## config.mk

```make
export PLATFORM = sky130hd
export DESIGN_NAME = utf16_to_utf8_encoder
export DESIGN_NICKNAME = d
export VERILOG_FILES = /design/src/design/u16u8_pkg.sv /design/src/design/u16u8_front.sv /design/src/design/u16u8_fifo.sv /design/src/design/u16u8_back.sv /design/src/design/utf16_to_utf8_encoder.sv
export SDC_FILE = /design/constraint.sdc
export NUM_CORES = 1
export LEC_CHECK = 0
export BUFFER_PORTS_ARGS = -buffer_cell sky130_fd_sc_hd__buf_2
export CORE_AREA = 2 2 147 149
export CTS_CLUSTER_SIZE = 16
export DETAILED_ROUTE_END_ITERATION = 6
export DIE_AREA = 0 0 149 151
export SLEW_MARGIN = 20
export SYNTH_ARGS = -nofsm -noshare
export SYNTH_HDL_FRONTEND = slang
export SYNTH_SLANG_ARGS = --single-unit
```

## constraint.sdc

```tcl
create_clock -name clk_i -period 6.85 [get_ports clk_i]
set_clock_uncertainty 0.05 [all_clocks]
set_input_delay 1.0275 -clock clk_i [delete_from_list [all_inputs] [get_ports clk_i]]
set_output_delay 1.0275 -clock clk_i [all_outputs]
set_load 0.02 [all_outputs]
```

## src/design/u16u8_pkg.sv

```systemverilog
// package with shared types and constants for the utf-16 to utf-8 encoder
`timescale 1ns / 1ps
`default_nettype none

package u16u8_pkg;

  localparam int unsigned UnitW     = 16;
  localparam int unsigned ByteW     = 8;
  localparam int unsigned MaxBytes  = 4;
  localparam int unsigned IdxW      = $clog2(MaxBytes);
  localparam int unsigned QDepth    = 4;
  localparam int unsigned QPtrW     = $clog2(QDepth);
  localparam int unsigned QCntW     = $clog2(QDepth + 1);

  // classification of one incoming code unit
  typedef enum logic [2:0] {
    CLS_ONE,
    CLS_TWO,
    CLS_THREE,
    CLS_LEAD,
    CLS_PAIR
  } cls_e;

  // one queue entry: up to four bytes and the index of the final byte
  typedef struct packed {
    logic [MaxBytes-1:0][ByteW-1:0] bytes;
    logic [IdxW-1:0]                last_idx;
  } entry_t;

  // queue status seen by the front and back parts
  typedef struct packed {
    logic full;
    logic empty;
  } q_status_t;

endpackage

`default_nettype wire

```

## src/design/u16u8_front.sv

```systemverilog
// front part: accepts code units, tracks surrogate pairs, builds byte groups
`timescale 1ns / 1ps
`default_nettype none

module u16u8_front (
  input  wire logic                          clk_i,
  input  wire logic                          rst_ni,
  input  wire logic                          in_valid_i,
  output logic                               in_stall_o,
  input  wire logic [u16u8_pkg::UnitW-1:0]   code_unit_i,
  input  wire u16u8_pkg::q_status_t          q_status_i,
  output logic                               push_o,
  output u16u8_pkg::entry_t                  entry_o
);
  import u16u8_pkg::*;

  logic        pending_q, pending_d;
  logic [9:0]  high_q, high_d;
  logic [20:0] cp;
  cls_e        cls;
  logic        accept;

  assign in_stall_o = q_status_i.full;
  assign accept     = in_valid_i && !q_status_i.full;

  always_comb begin
    cp = 21'h10000 + {1'b0, high_q, code_unit_i[9:0]};
    if (pending_q) begin
      cls = CLS_PAIR;
    end else if (code_unit_i[15:7] == '0) begin
      cls = CLS_ONE;
    end else if (code_unit_i[15:11] == 5'b11011) begin
      cls = CLS_LEAD;
    end else if (code_unit_i[15:11] == '0) begin
      cls = CLS_TWO;
    end else begin
      cls = CLS_THREE;
    end
  end

  always_comb begin
    entry_o   = '0;
    push_o    = 1'b0;
    pending_d = pending_q;
    high_d    = high_q;
    unique case (cls)
      CLS_ONE: begin
        entry_o.bytes[0] = {1'b0, code_unit_i[6:0]};
        entry_o.last_idx = IdxW'(0);
      end
      CLS_TWO: begin
        entry_o.bytes[0] = {3'b110, code_unit_i[10:6]};
        entry_o.bytes[1] = {2'b10, code_unit_i[5:0]};
        entry_o.last_idx = IdxW'(1);
      end
      CLS_THREE: begin
        entry_o.bytes[0] = {4'b1110, code_unit_i[15:12]};
        entry_o.bytes[1] = {2'b10, code_unit_i[11:6]};
        entry_o.bytes[2] = {2'b10, code_unit_i[5:0]};
        entry_o.last_idx = IdxW'(2);
      end
      CLS_PAIR: begin
        entry_o.bytes[0] = {5'b11110, cp[20:18]};
        entry_o.bytes[1] = {2'b10, cp[17:12]};
        entry_o.bytes[2] = {2'b10, cp[11:6]};
        entry_o.bytes[3] = {2'b10, cp[5:0]};
        entry_o.last_idx = IdxW'(3);
      end
      CLS_LEAD: begin
        entry_o.last_idx = IdxW'(0);
      end
      default: begin
        entry_o.last_idx = IdxW'(0);
      end
    endcase
    if (accept) begin
      push_o = (cls != CLS_LEAD);
      if (cls == CLS_LEAD) begin
        pending_d = 1'b1;
        high_d    = code_unit_i[9:0];
      end else if (cls == CLS_PAIR) begin
        pending_d = 1'b0;
        high_d    = '0;
      end
    end
  end

  always_ff @(posedge clk_i or negedge rst_ni) begin
    if (!rst_ni) begin
      pending_q <= 1'b0;
      high_q    <= '0;
    end else begin
      pending_q <= pending_d;
      high_q    <= high_d;
    end
  end

endmodule

`default_nettype wire

```

## src/design/u16u8_fifo.sv

```systemverilog
// short queue of byte groups between the front and back parts
`timescale 1ns / 1ps
`default_nettype none

module u16u8_fifo (
  input  wire logic                  clk_i,
  input  wire logic                  rst_ni,
  input  wire logic                  push_i,
  input  wire u16u8_pkg::entry_t     wdata_i,
  input  wire logic                  pop_i,
  output u16u8_pkg::entry_t          rdata_o,
  output u16u8_pkg::q_status_t       status_o
);
  import u16u8_pkg::*;

  entry_t            mem_q [QDepth];
  logic [QPtrW-1:0]  wr_ptr_q, wr_ptr_d;
  logic [QPtrW-1:0]  rd_ptr_q, rd_ptr_d;
  logic [QCntW-1:0]  cnt_q, cnt_d;
  logic              do_push, do_pop;

  assign status_o.full  = (cnt_q == QCntW'(QDepth));
  assign status_o.empty = (cnt_q == '0);
  assign do_push = push_i && !status_o.full;
  assign do_pop  = pop_i && !status_o.empty;
  assign rdata_o = mem_q[rd_ptr_q];

  always_comb begin
    wr_ptr_d = do_push ? wr_ptr_q + QPtrW'(1) : wr_ptr_q;
    rd_ptr_d = do_pop ? rd_ptr_q + QPtrW'(1) : rd_ptr_q;
    cnt_d    = cnt_q;
    if (do_push && !do_pop) begin
      cnt_d = cnt_q + QCntW'(1);
    end else if (do_pop && !do_push) begin
      cnt_d = cnt_q - QCntW'(1);
    end
  end

  always_ff @(posedge clk_i) begin
    if (do_push) begin
      mem_q[wr_ptr_q] <= wdata_i;
    end
  end

  always_ff @(posedge clk_i or negedge rst_ni) begin
    if (!rst_ni) begin
      wr_ptr_q <= '0;
      rd_ptr_q <= '0;
      cnt_q    <= '0;
    end else begin
      wr_ptr_q <= wr_ptr_d;
      rd_ptr_q <= rd_ptr_d;
      cnt_q    <= cnt_d;
    end
  end

endmodule

`default_nettype wire

```

## src/design/u16u8_back.sv

```systemverilog
// back part: sends the bytes of each queued group one per cycle while out_stall_i is low
`timescale 1ns / 1ps
`default_nettype none

module u16u8_back (
  input  wire logic                          clk_i,
  input  wire logic                          rst_ni,
  input  wire u16u8_pkg::entry_t             head_i,
  input  wire u16u8_pkg::q_status_t          q_status_i,
  output logic                               pop_o,
  output logic                               out_valid_o,
  input  wire logic                          out_stall_i,
  output logic [u16u8_pkg::ByteW-1:0]        out_byte_o,
  output logic                               last_byte_o
);
  import u16u8_pkg::*;

  logic [IdxW-1:0] idx_q, idx_d;
  logic            accept;

  assign out_valid_o = !q_status_i.empty;
  assign out_byte_o  = head_i.bytes[idx_q];
  assign last_byte_o = (idx_q == head_i.last_idx);
  assign accept      = out_valid_o && !out_stall_i;
  assign pop_o       = accept && last_byte_o;

  always_comb begin
    idx_d = idx_q;
    if (accept) begin
      idx_d = last_byte_o ? '0 : idx_q + IdxW'(1);
    end
  end

  always_ff @(posedge clk_i or negedge rst_ni) begin
    if (!rst_ni) begin
      idx_q <= '0;
    end else begin
      idx_q <= idx_d;
    end
  end

endmodule

`default_nettype wire

```

## src/design/utf16_to_utf8_encoder.sv

```systemverilog
// top level of the utf-16 to utf-8 encoder
// an accepted item's byte group is registered in the queue; its first byte is valid once earlier groups are sent
// throughput: one byte per cycle from the back serializer while out_stall_i is low, 1 to 4 bytes per item
// a leading surrogate is accepted but gives no byte; the 4-entry queue absorbs bursts
// reset clears the pending surrogate, the queue and the byte index
`timescale 1ns / 1ps
`default_nettype none

module utf16_to_utf8_encoder (
  input  wire logic                          clk_i,
  input  wire logic                          rst_ni,
  input  wire logic                          in_valid_i,
  output logic                               in_stall_o,
  input  wire logic [u16u8_pkg::UnitW-1:0]   code_unit_i,
  output logic                               out_valid_o,
  input  wire logic                          out_stall_i,
  output logic [u16u8_pkg::ByteW-1:0]        out_byte_o,
  output logic                               last_byte_o
);
  import u16u8_pkg::*;

  q_status_t q_status;
  entry_t    push_entry;
  entry_t    head_entry;
  logic      push;
  logic      pop;

  u16u8_front u_front (
    .clk_i       (clk_i),
    .rst_ni      (rst_ni),
    .in_valid_i  (in_valid_i),
    .in_stall_o  (in_stall_o),
    .code_unit_i (code_unit_i),
    .q_status_i  (q_status),
    .push_o      (push),
    .entry_o     (push_entry)
  );

  u16u8_fifo u_fifo (
    .clk_i    (clk_i),
    .rst_ni   (rst_ni),
    .push_i   (push),
    .wdata_i  (push_entry),
    .pop_i    (pop),
    .rdata_o  (head_entry),
    .status_o (q_status)
  );

  u16u8_back u_back (
    .clk_i       (clk_i),
    .rst_ni      (rst_ni),
    .head_i      (head_entry),
    .q_status_i  (q_status),
    .pop_o       (pop),
    .out_valid_o (out_valid_o),
    .out_stall_i (out_stall_i),
    .out_byte_o  (out_byte_o),
    .last_byte_o (last_byte_o)
  );

endmodule

`default_nettype wire

```

# Word level (Yosys, flattened, before mapping)
# Memory sizes are Yosys's and may differ from the RTL's.
# Index checks and enable logic that the tools add are counted.
# totals
ram_bits	136
in_bits	20
mem_count	1
elab_cells	62
reg_bits	20
# op_classes
n_reduce_logical	19
n_eq_ne	8
muxes	21
n_lt_le_gt_ge	1
addsub	6
# mem_list
name	words	width	rd	rd_ports_with_merged_regs	wr	line	source
u_fifo.mem_q	4	34	1	0	1	u16u8_fifo.sv:16	entry_t mem_q [QDepth];
# op_table
op	count
$pmux W8 S4	1
$pmux W8 S3	1
$add A17 B20 Y21 const A	1
$mux W10	2
$bmux W8 S2	1
$mux W8	2
$pmux W8 S2	1
$mux W3	5
$logic_not A9 Y1	1
$logic_and A1 B1 Y1	7
$add A2 B1 Y2 const B	3
$eq A3 B2 Y1 const B	2
$eq A3 B3 Y1 const B	2
$logic_not A3 Y1	2
$pmux W2 S3	1
$eq A5 B5 Y1 const B	1
$logic_not A1 Y1	5
$logic_not A5 Y1	1
$mux W1	5
$mux W2	2
$reduce_bool A2 Y1	2
$add A3 B1 Y3 const B	1
$eq A3 B1 Y1 const B	1
$lt A2 B3 Y1 const B	1
other kinds (4)	4

# Longest topological paths before layout
# Gate-level depths: netlist of run 1.
# logic_depth
word_depth	12
depth_mapped	10

# Modules after synthesis
# A second synthesis of run 1 with hierarchy kept.
# hier_totals
hier_cells	406
hier_area_um2	6962.9
# by_module_without_submodules
module	instances	seq_area_each_um2	cells_per_inst	area_per_inst_um2
u16u8_fifo	1	4259.1	214	5388.9
u16u8_front	1	275.3	165	1229.9
u16u8_back	1	50.0	27	344.1

# Worst setup path after synthesis of run 1
# No wires, ideal clock.
# synth_timing
kind	flip-flop to output port
startpoint	register u_fifo.rd_ptr_q[0]
endpoint	output out_byte_o[6] (netlist name)
setup_slack_ns	3.657
path_stages_with_launch	7
path_buffers	3
arrival_time_ns	2.115
cell_sequence	dfrtp_1 -> buf_6 -> buf_6 -> buf_4 -> nor2b_1 -> a211oi_1 -> a2111oi_0
# synth_via
elab_chain_cells	3
# synth_lines
element	line	source
from (decl)	u16u8_fifo.sv:18	logic [QPtrW-1:0] rd_ptr_q, rd_ptr_d;
from (signal assigned)	u16u8_fifo.sv:52	rd_ptr_q <= rd_ptr_d;
$mem_v2 Z4 W34	--	
$bmux W8 S2	u16u8_back.sv:22	assign out_byte_o = head_i.bytes[idx_q];
$mux W8 (implied by the code)	u16u8_back.sv:22	
to (decl)	utf16_to_utf8_encoder.sv:17	output logic [u16u8_pkg::ByteW-1:0] out_byte_o,
# Every way passes these cells. The select of a mux whose other input is x is not followed.

# Final worst setup path of run 1
# layout_timing
startpoint	register u_fifo.rd_ptr_q[1]
endpoint	output out_byte_o[2] (netlist name)
# The elaborated chain is that of the path after synthesis.

==> results of run 1 <==
[state kept, by name, indices dropped and copies added (netlist names)]
register,flops
u_fifo.mem_q,124
u_front.pending_q,1
u_back.idx_q,2
u_fifo.cnt_q,3
u_fifo.rd_ptr_q,2
u_front.high_q,10
u_fifo.wr_ptr_q,2
[cells in the mapped netlist (all sizes together)]
cell type,number,share of area
xnor2,7,0.010
nor4,2,0.0069
a21o,7,0.0085
o21bai,3,0.0037
nand4,3,0.0030
or4,1,0.0018
a221o,2,0.0033
mux2,2,0.0037
nor3b,3,0.0037
a31o,2,0.0028
dfrtp,20,0.081
nand3b,1,0.0012
a21oi,7,0.0057
mux4,34,0.13
nand2b,1,0.0010
and4,1,0.0014
o2bb2ai,1,0.0014
or3,2,0.0020
nor2b,7,0.0071
buf,9,0.012
or2,2,0.0020
ha,6,0.012
mux2i,7,0.011
clkbuf,9,0.0055
inv,4,0.0024
nor3,3,0.0024
o21ai,4,0.0032
a2111oi,1,0.0014
o211ai,2,0.0024
and2,11,0.011
fa,1,0.0033
a22o,20,0.028
xor2,3,0.0043
o21a,1,0.0012
nand2,4,0.0024
nor2,6,0.0037
nand3,2,0.0016
edfxtp,124,0.60
a211oi,4,0.0049
[power by group through the flow]
stage | Sequential, mW | Clock [mW] | Combinational [mW]
2_1_floorplan | 1.22 | 0 | 0.685
3_3_place_gp | 1.33 | 0 | 0.771
3_5_place_dp | 1.35 | 0 | 0.788
4_1_cts | 1.33 | 0.908 | 0.791
5_1_grt | 1.35 | 0.949 | 0.844
6_report | 1.32 | 0.893 | 0.773
[per-layer routing]
| metal | up-vias | share of wire |
|---|---|---|
| li1 | 1427 | - |
| met1 | 1631 | 0.44 |
| met2 | 101 | 0.48 |
| met3 | 15 | 0.063 |
| met4 | 2 | 0.010 |
| met5 | - | 0.0010 |
[cells by family after synthesis]
family                   after synthesis  share of synthesized area
flip-flops                           144                     0.6858
AO/OA/AOI/OAI                         54                    0.06703
AND/OR/NAND/NOR                       49                    0.05159
multiplexers                          43                     0.1461
buffers and inverters                 22                    0.01991
XOR/XNOR                              10                    0.01422
adder cells (fa/ha/maj)                7                    0.01544
[path summary, 6_finish.rpt]
path	endpoint	cells past startpoint
worst max-delay path	out_byte_o[2]	6
worst min-delay path	u_fifo.cnt_q[2]	1
worst max register to register	u_fifo.cnt_q[1]	8
worst min register to register	u_fifo.cnt_q[2]	1
max in group asynchronous	u_fifo.rd_ptr_q[0]	1
min in group asynchronous	u_fifo.cnt_q[0]	1
[placed cells by master, fill, tap and decap left out, types with 3 or more instances in the layout]
cell type,instances
sky130_fd_sc_hd__nand4_1,3
sky130_fd_sc_hd__clkinv_2,6
sky130_fd_sc_hd__mux4_1,11
sky130_fd_sc_hd__edfxtp_1,124
sky130_fd_sc_hd__ha_1,6
sky130_fd_sc_hd__dfrtp_1,19
sky130_fd_sc_hd__nor3b_1,3
sky130_fd_sc_hd__nand2_1,4
sky130_fd_sc_hd__o21bai_1,3
sky130_fd_sc_hd__a211oi_1,4
sky130_fd_sc_hd__mux4_2,23
sky130_fd_sc_hd__xnor2_1,7
sky130_fd_sc_hd__o21ai_1,3
sky130_fd_sc_hd__buf_4,7
sky130_fd_sc_hd__a21o_1,7
sky130_fd_sc_hd__mux2i_1,7
sky130_fd_sc_hd__bufinv_16,3
sky130_fd_sc_hd__and2_1,11
sky130_fd_sc_hd__a21oi_1,7
sky130_fd_sc_hd__clkbuf_16,17
sky130_fd_sc_hd__a22o_1,20
sky130_fd_sc_hd__xor2_1,3
sky130_fd_sc_hd__inv_1,4
sky130_fd_sc_hd__nor2b_1,7
sky130_fd_sc_hd__clkinv_1,3
sky130_fd_sc_hd__buf_2,30
sky130_fd_sc_hd__nor2_1,6
[final cells by class]
cell class	count	area, µm²
clock inverters	14	147.6
repair buffers	37	202.7
multi-input cells	163	1818
well taps	275	344.1
inverters	4	15.01
clock buffers	18	429.2
fillers	1978	13640
flip-flops and latches	144	4228
[worst max-delay path, stage by stage, from the launching register on]
cell	delay [ns]
sky130_fd_sc_hd__dfrtp_1	0.71
sky130_fd_sc_hd__buf_4	0.39
sky130_fd_sc_hd__mux4_2	0.33
sky130_fd_sc_hd__nor2b_1	0.14
sky130_fd_sc_hd__a211oi_1	0.27
sky130_fd_sc_hd__a21oi_1	0.10
sky130_fd_sc_hd__buf_2	0.21
==> impl_summary.txt, run 1 <==
----------------------------------------------------
[Run status]
  Result of the run ... finished, final reports clean

[Die]
  Die extent in x ... 149 µm
  Boundary Pins ... 31
  Die H ... 151 µm
  Cell row count ... 53
  Die Outline Area ... 22500 µm²
  Area of the core ... roughly 21000 µm²
  Initial Utilization ... 0.2958

[Clock tree]
  Buffer depth of the longest clock path ... 2
  Sinks on Clock Net ... around 140
  Cts hold-fix bufs ... 0
  Clock slew at the register clock pins of the worst setup and hold paths ... 0.06 ns
  Cell at the root of the clock tree ... sky130_fd_sc_hd__clkbuf_16
  Number of buffers inserted during clock tree synthesis ... 17
  Count of buffers added by post-CTS timing repair for setup ... 0
  CTS-repair resized insts ... 0
  H-tree depth ... 4
  Insertion delay to the later sink of the worst-skew pair ... 0.41 ns
  Clock tree from TritonCTS ... yes

[Setup path]
  Startpoint Class ... register
  Required time of the critical path ... ~5.8 ns
  Critical path origin ... u_fifo.rd_ptr_q[1]
  Launch point of the worst reg-to-reg path ... u_fifo.rd_ptr_q[1]
  Worst Path Class, Setup ... reg2out
  Worst Setup End Kind ... primary output
  Largest fanout of any net on the critical path ... 19
  Arrival time at the worst endpoint ... 2.58 ns
  R2r setup slk ... 3.65 ns

[Place]
  Number of port buffers ... 30
  Final Wtd Congestion ... 0.7606
  Dpl cells ... 623
  Final HPWL from detailed placement ... between 7000 and 8000 µm
  Area post-placement ... 6605 µm²
  Worst slack after detailed placement ... 3.291 ns

[STA]
  Final setup viols ... 0
  Post-route minimum period ... approximately 3.7 ns
  Slew at the pin closest to its max-slew limit ... 1.025 ns
  Hold Worst Slack ... 0.4533 ns
  RSZ-0062 raised after global routing ... false
  Max-slew violation count ... 0
  Post-route setup TNS ... 0 ns
  Peak clock frequency supported by timing ... 0.2735 GHz
  Max_slew headroom ... 0.3164
  Final period util ... 0.5338
  Final critical-path setup slack ... between 3 and 4 ns
  Final Hold Violating Endpoints ... 0

[Job]
  Reported max-cap violation count ... 0

[Pwr]
  Net Switching ... 882.7 µW
  Total power divided by cell area ... between 400 and 500 nW/µm²
  Max rail drop VDD ... roughly 0.23 mV
  Logic pwr share ... 0.259
  Cell leakage power ... 2.518 nW
  Internal power ... 2.103 mW
  Net Sw Frac ... 0.2957
  Total chip power ... 2.985 mW
  Clock power share ... 0.299
  Sequential power share ... 0.442

[GRT]
  Residual overflow from global routing ... 0
  Largest net degree at the start of global routing ... 42
  First-pass GRT wire length ... about 19000 µm
  Layer with the highest usage ... met2
  Met3 demand-to-capacity share in global routing ... 0.03855
  Met2 demand-to-capacity share in global routing ... 0.1829
  Number of global-route vias before repair ... 3306
  GRT Overall Usage ... 0.1177
  Initial antenna violation count ... 1
  Fraction of met1 tracks used by global routing ... 0.1568

[Logic synthesis]
  Number of instances in the synthesized netlist ... between 300 and 400
  Distinct cell type count of the synthesized netlist ... between 40 and 50
  Synthesis-stage register bit count ... between 100 and 150
  Avg Synthesized Cell Area ... 18.72 µm²
  Sequential-to-total area share from yosys stat ... 0.6858
  Number of warning messages in the yosys log ... 0
  Netlist area before placement ... 6160 µm²
  Number of nets produced by synthesis ... approximately 360

[Finish]
  Fraction of layout instances using a drive strength above 1 ... 0.2474
  Filler-free cell count of the finished design ... 655
  Diode insertion count for antenna repair ... 0
  Core occupancy in the finished layout ... 0.3450
  Area of all placed cells without fillers ... 7184 µm²
  Layout Nets ... between 300 and 400
  Layout overhead on the synthesized area ... 16.64%

[Routing]
  Count of TritonRoute iterations in the first routing pass ... 5
  Avg WL per Cell ... 18.91 µm
  Routed WL ... 12380 µm
  Total DRC errors in the routed layout ... 0
  Vias after detailed routing ... around 3200
  Via count normalized by instance count ... between 4 and 5
  Violation count after the first detailed-route iteration ... 288
  Post-DRT Antenna Nets ... 0

[Worst hold path]
  Min-delay src ... u_fifo.cnt_q[2]
  Hold/Removal Path Class ... reg2reg

----------------------------------------------------
Note: power is estimated with default switching activity, not from simulation.
==> inputs of run 2 (changes only) <==
==> constraint.sdc (replaced) <==
create_clock -name clk_i -period 3.7 [get_ports clk_i]
set_clock_uncertainty 0.05 [all_clocks]
set_input_delay 0.555 -clock clk_i [delete_from_list [all_inputs] [get_ports clk_i]]
set_output_delay 0.555 -clock clk_i [all_outputs]
set_load 0.02 [all_outputs]
==> run 2 against run 1 <==
First-iteration DRC count down 25%; core utilization about the same; sequential cell count unchanged; non-clock buffer count up 4; sequential share of layout area about the same; sequential power up 80%; highest routed layer is now met4.
==> impl_summary.txt, run 2 (synthesized netlist as in run 1, its figures left out) <==
----------------------------------------------------
[Routing]
  Vias after detailed routing ... 3187 (+0.35%)
  Routed WL ... 12460 µm (+0.58%)
  Post-DRT Antenna Nets ... 0 (unchanged)
  Count of TritonRoute iterations in the first routing pass ... 4 (-1)
  Via count normalized by instance count ... 4.836 (-0.26%)
  Violation count after the first detailed-route iteration ... 216 (-25%)
  Avg WL per Cell ... 18.90 µm (about the same)
  Total DRC errors in the routed layout ... 0 (unchanged)

[Place]
  Final HPWL from detailed placement ... 7984 µm (+2.4%)
  Worst slack after detailed placement ... 0.6728 ns (-2.618 ns)
  Area post-placement ... 6630 µm² (+0.38%)
  Number of port buffers ... 30 (unchanged)
  Final Wtd Congestion ... 0.7934 (+4.3%)

[GRT]
  GRT Overall Usage ... 0.1181 (+0.0004001)
  Initial antenna violation count ... 0 (-1)
  Number of global-route vias before repair ... 3307 (+0.030%)
  Largest net degree at the start of global routing ... 32 (-24%)
  Residual overflow from global routing ... 0 (unchanged)
  First-pass GRT wire length ... 19500 µm (+0.96%)

[STA]
  Final period util ... 0.9254
  Final Hold Violating Endpoints ... 0 (unchanged)
  RSZ-0062 raised after global routing ... false
  Max-slew violation count ... 0 (unchanged)
  Final critical-path setup slack ... 0.2761 ns (-2.918 ns)
  Final setup viols ... 0 (unchanged)
  Post-route minimum period ... 3.424 ns
  Peak clock frequency supported by timing ... around 0.29 GHz
  Slew at the pin closest to its max-slew limit ... 0.8592 ns (-0.1662 ns)
  Post-route setup TNS ... 0 ns (unchanged)
  Max_slew headroom ... 0.4233 (+0.1070)

[Finish]
  Commonest non-fill, non-tap cell in the layout ... sky130_fd_sc_hd__edfxtp_1
  Number of flip-flops in the largest register ... 124 (unchanged)
  Top library cells by usage in the layout, fill and taps aside ... sky130_fd_sc_hd__edfxtp_1 (124), sky130_fd_sc_hd__buf_2 (30), sky130_fd_sc_hd__mux4_2 (23)
  Area of all placed cells without fillers ... 7178 µm² (about the same)
  Fraction of layout instances using a drive strength above 1 ... 0.2578 (+0.01044)
  Fillers ... 1997 (+0.96%)
  Layout Nets ... 398 (+1.0%)
  Layout overhead on the synthesized area ... 16.53% (about the same)
  Area of combinational cells with multiple inputs ... 1813 µm² (-0.28%)
  Diode insertion count for antenna repair ... 0 (unchanged)
  Register with the most flip-flops ... u_fifo.mem_q
  Core occupancy in the finished layout ... 0.3447 (about the same)
  Seq. cell area ... 4225 µm² (about the same)
  Leading registers by flop count ... u_fifo.mem_q: 124 flops, u_front.high_q: 10 flops, u_fifo.cnt_q: 3 flops

[Pwr]
  Total power divided by cell area ... 758.8 nW/µm² (+83%)
  Net Sw Frac ... 0.3060 (+0.01035)
  Cell leakage power ... 2.523 nW (+0.21%)
  Net Switching ... 1.667 mW (+89%)
  Clock power share ... 0.283 (-0.016)
  Internal power ... 3.780 mW (+80%)
  Max rail drop VDD ... 0.3403 mV (+51%)
  Sequential power share ... 0.437 (-0.005)
  Logic pwr share ... 0.279 (+0.020)
  Total chip power ... 5.446 mW (+82%)

[Clock tree]
  Buffer depth of the longest clock path ... 2 (unchanged)
  CTS-repair resized insts ... 0 (unchanged)
  Clock slew at the register clock pins of the worst setup and hold paths ... 0.06 ns (about the same)
  Sinks on Clock Net ... 144 (unchanged)
  Cts hold-fix bufs ... 0 (unchanged)
  Cell at the root of the clock tree ... sky130_fd_sc_hd__clkbuf_16
  Insertion delay to the later sink of the worst-skew pair ... 0.41 ns (about the same)
  Number of buffers inserted during clock tree synthesis ... 17 (unchanged)
  Count of buffers added by post-CTS timing repair for setup ... 0 (unchanged)
  Clock tree from TritonCTS ... yes
  H-tree depth ... 4 (unchanged)

[Setup path]
  Worst Setup End Kind ... primary output
  Required time of the critical path ... 3.09 ns (-2.68 ns)
  Startpoint Class ... register
  Worst Path Class, Setup ... reg2out
  Arrival time at the worst endpoint ... 2.82 ns (+0.24 ns)
  Largest fanout of any net on the critical path ... 19 (unchanged)

[Die]
  Initial Utilization ... 0.2958 (unchanged)
  Die Outline Area ... 22500 µm² (unchanged)
  Cell row count ... 53 (unchanged)
  Die H ... 151 µm (unchanged)
  Die extent in x ... 149 µm (unchanged)
  Area of the core ... 20820 µm² (unchanged)
  Boundary Pins ... 31 (unchanged)

[Worst hold path]
  Hold/Removal Path Class ... in2async

[Job]
  Reported max-cap violation count ... 0 (unchanged)

[Run status]
  Result of the run ... finished, final reports clean

----------------------------------------------------
==> run 2: area by class of cell <==
type / instances / share of cell area
multi-input combinational: 163 / 0.2526
sequential: 144 / 0.5886
inverter: 4 / 0.002092
tap: 275 / 0.04793
timing repair buffer: 41 / 0.03242
clock buffer: 17 / 0.05926
clock inverter: 15 / 0.01708
==> run 2: stage by stage <==
step	hold slack [ns]	std cells
final	0.05182	659
after detailed placement	0.4367	627
after global placement	0.4241	627
after CTS	0.06276	659
after global routing	0.07178	659
after floorplan	0.2094	329
==> run 2: worst paths after layout <==
path	startpoint	end	slack [ns]	cells past startpoint
worst min register to register	u_fifo.cnt_q[2]	u_fifo.cnt_q[2]	0.45	1
max in group asynchronous	rst_ni	u_fifo.rd_ptr_q[0]	3.18	1
min in group clk_i	code_unit_i[2]	u_front.high_q[2]	0.40	2
worst max-delay path	u_fifo.rd_ptr_q[0]	out_byte_o[4]	0.28	4
worst min-delay path	rst_ni	u_front.pending_q	0.05	1
worst max register to register	u_fifo.rd_ptr_q[0]	u_fifo.cnt_q[1]	0.76	7
==> run 2: power by group through the flow <==
stage | clock, mW | sequential, mW | combinational, mW
2_1_floorplan | 0 | 2.25 | 1.27
3_3_place_gp | 0 | 2.41 | 1.53
3_5_place_dp | 0 | 2.42 | 1.55
4_1_cts | 1.58 | 2.39 | 1.56
5_1_grt | 1.66 | 2.42 | 1.66
6_report | 1.54 | 2.38 | 1.52
==> run 2: metal layers <==
layer / GRT usage / part of all wire / vias up
met5: 0 / 0 / -
met2: 0.1864 / 0.48 / 87
met4: 0.03952 / 0.013 / 0
li1: - / - / 1442
met3: 0.03404 / 0.050 / 14
met1: 0.1575 / 0.46 / 1644
==> run 2: critical path, cell delays in order, from the launching register on <==
cell and delay, ns:
sky130_fd_sc_hd__dfrtp_2 0.72, sky130_fd_sc_hd__buf_4 0.44, sky130_fd_sc_hd__mux4_1 0.60, sky130_fd_sc_hd__mux4_2 0.45, sky130_fd_sc_hd__buf_2 0.18
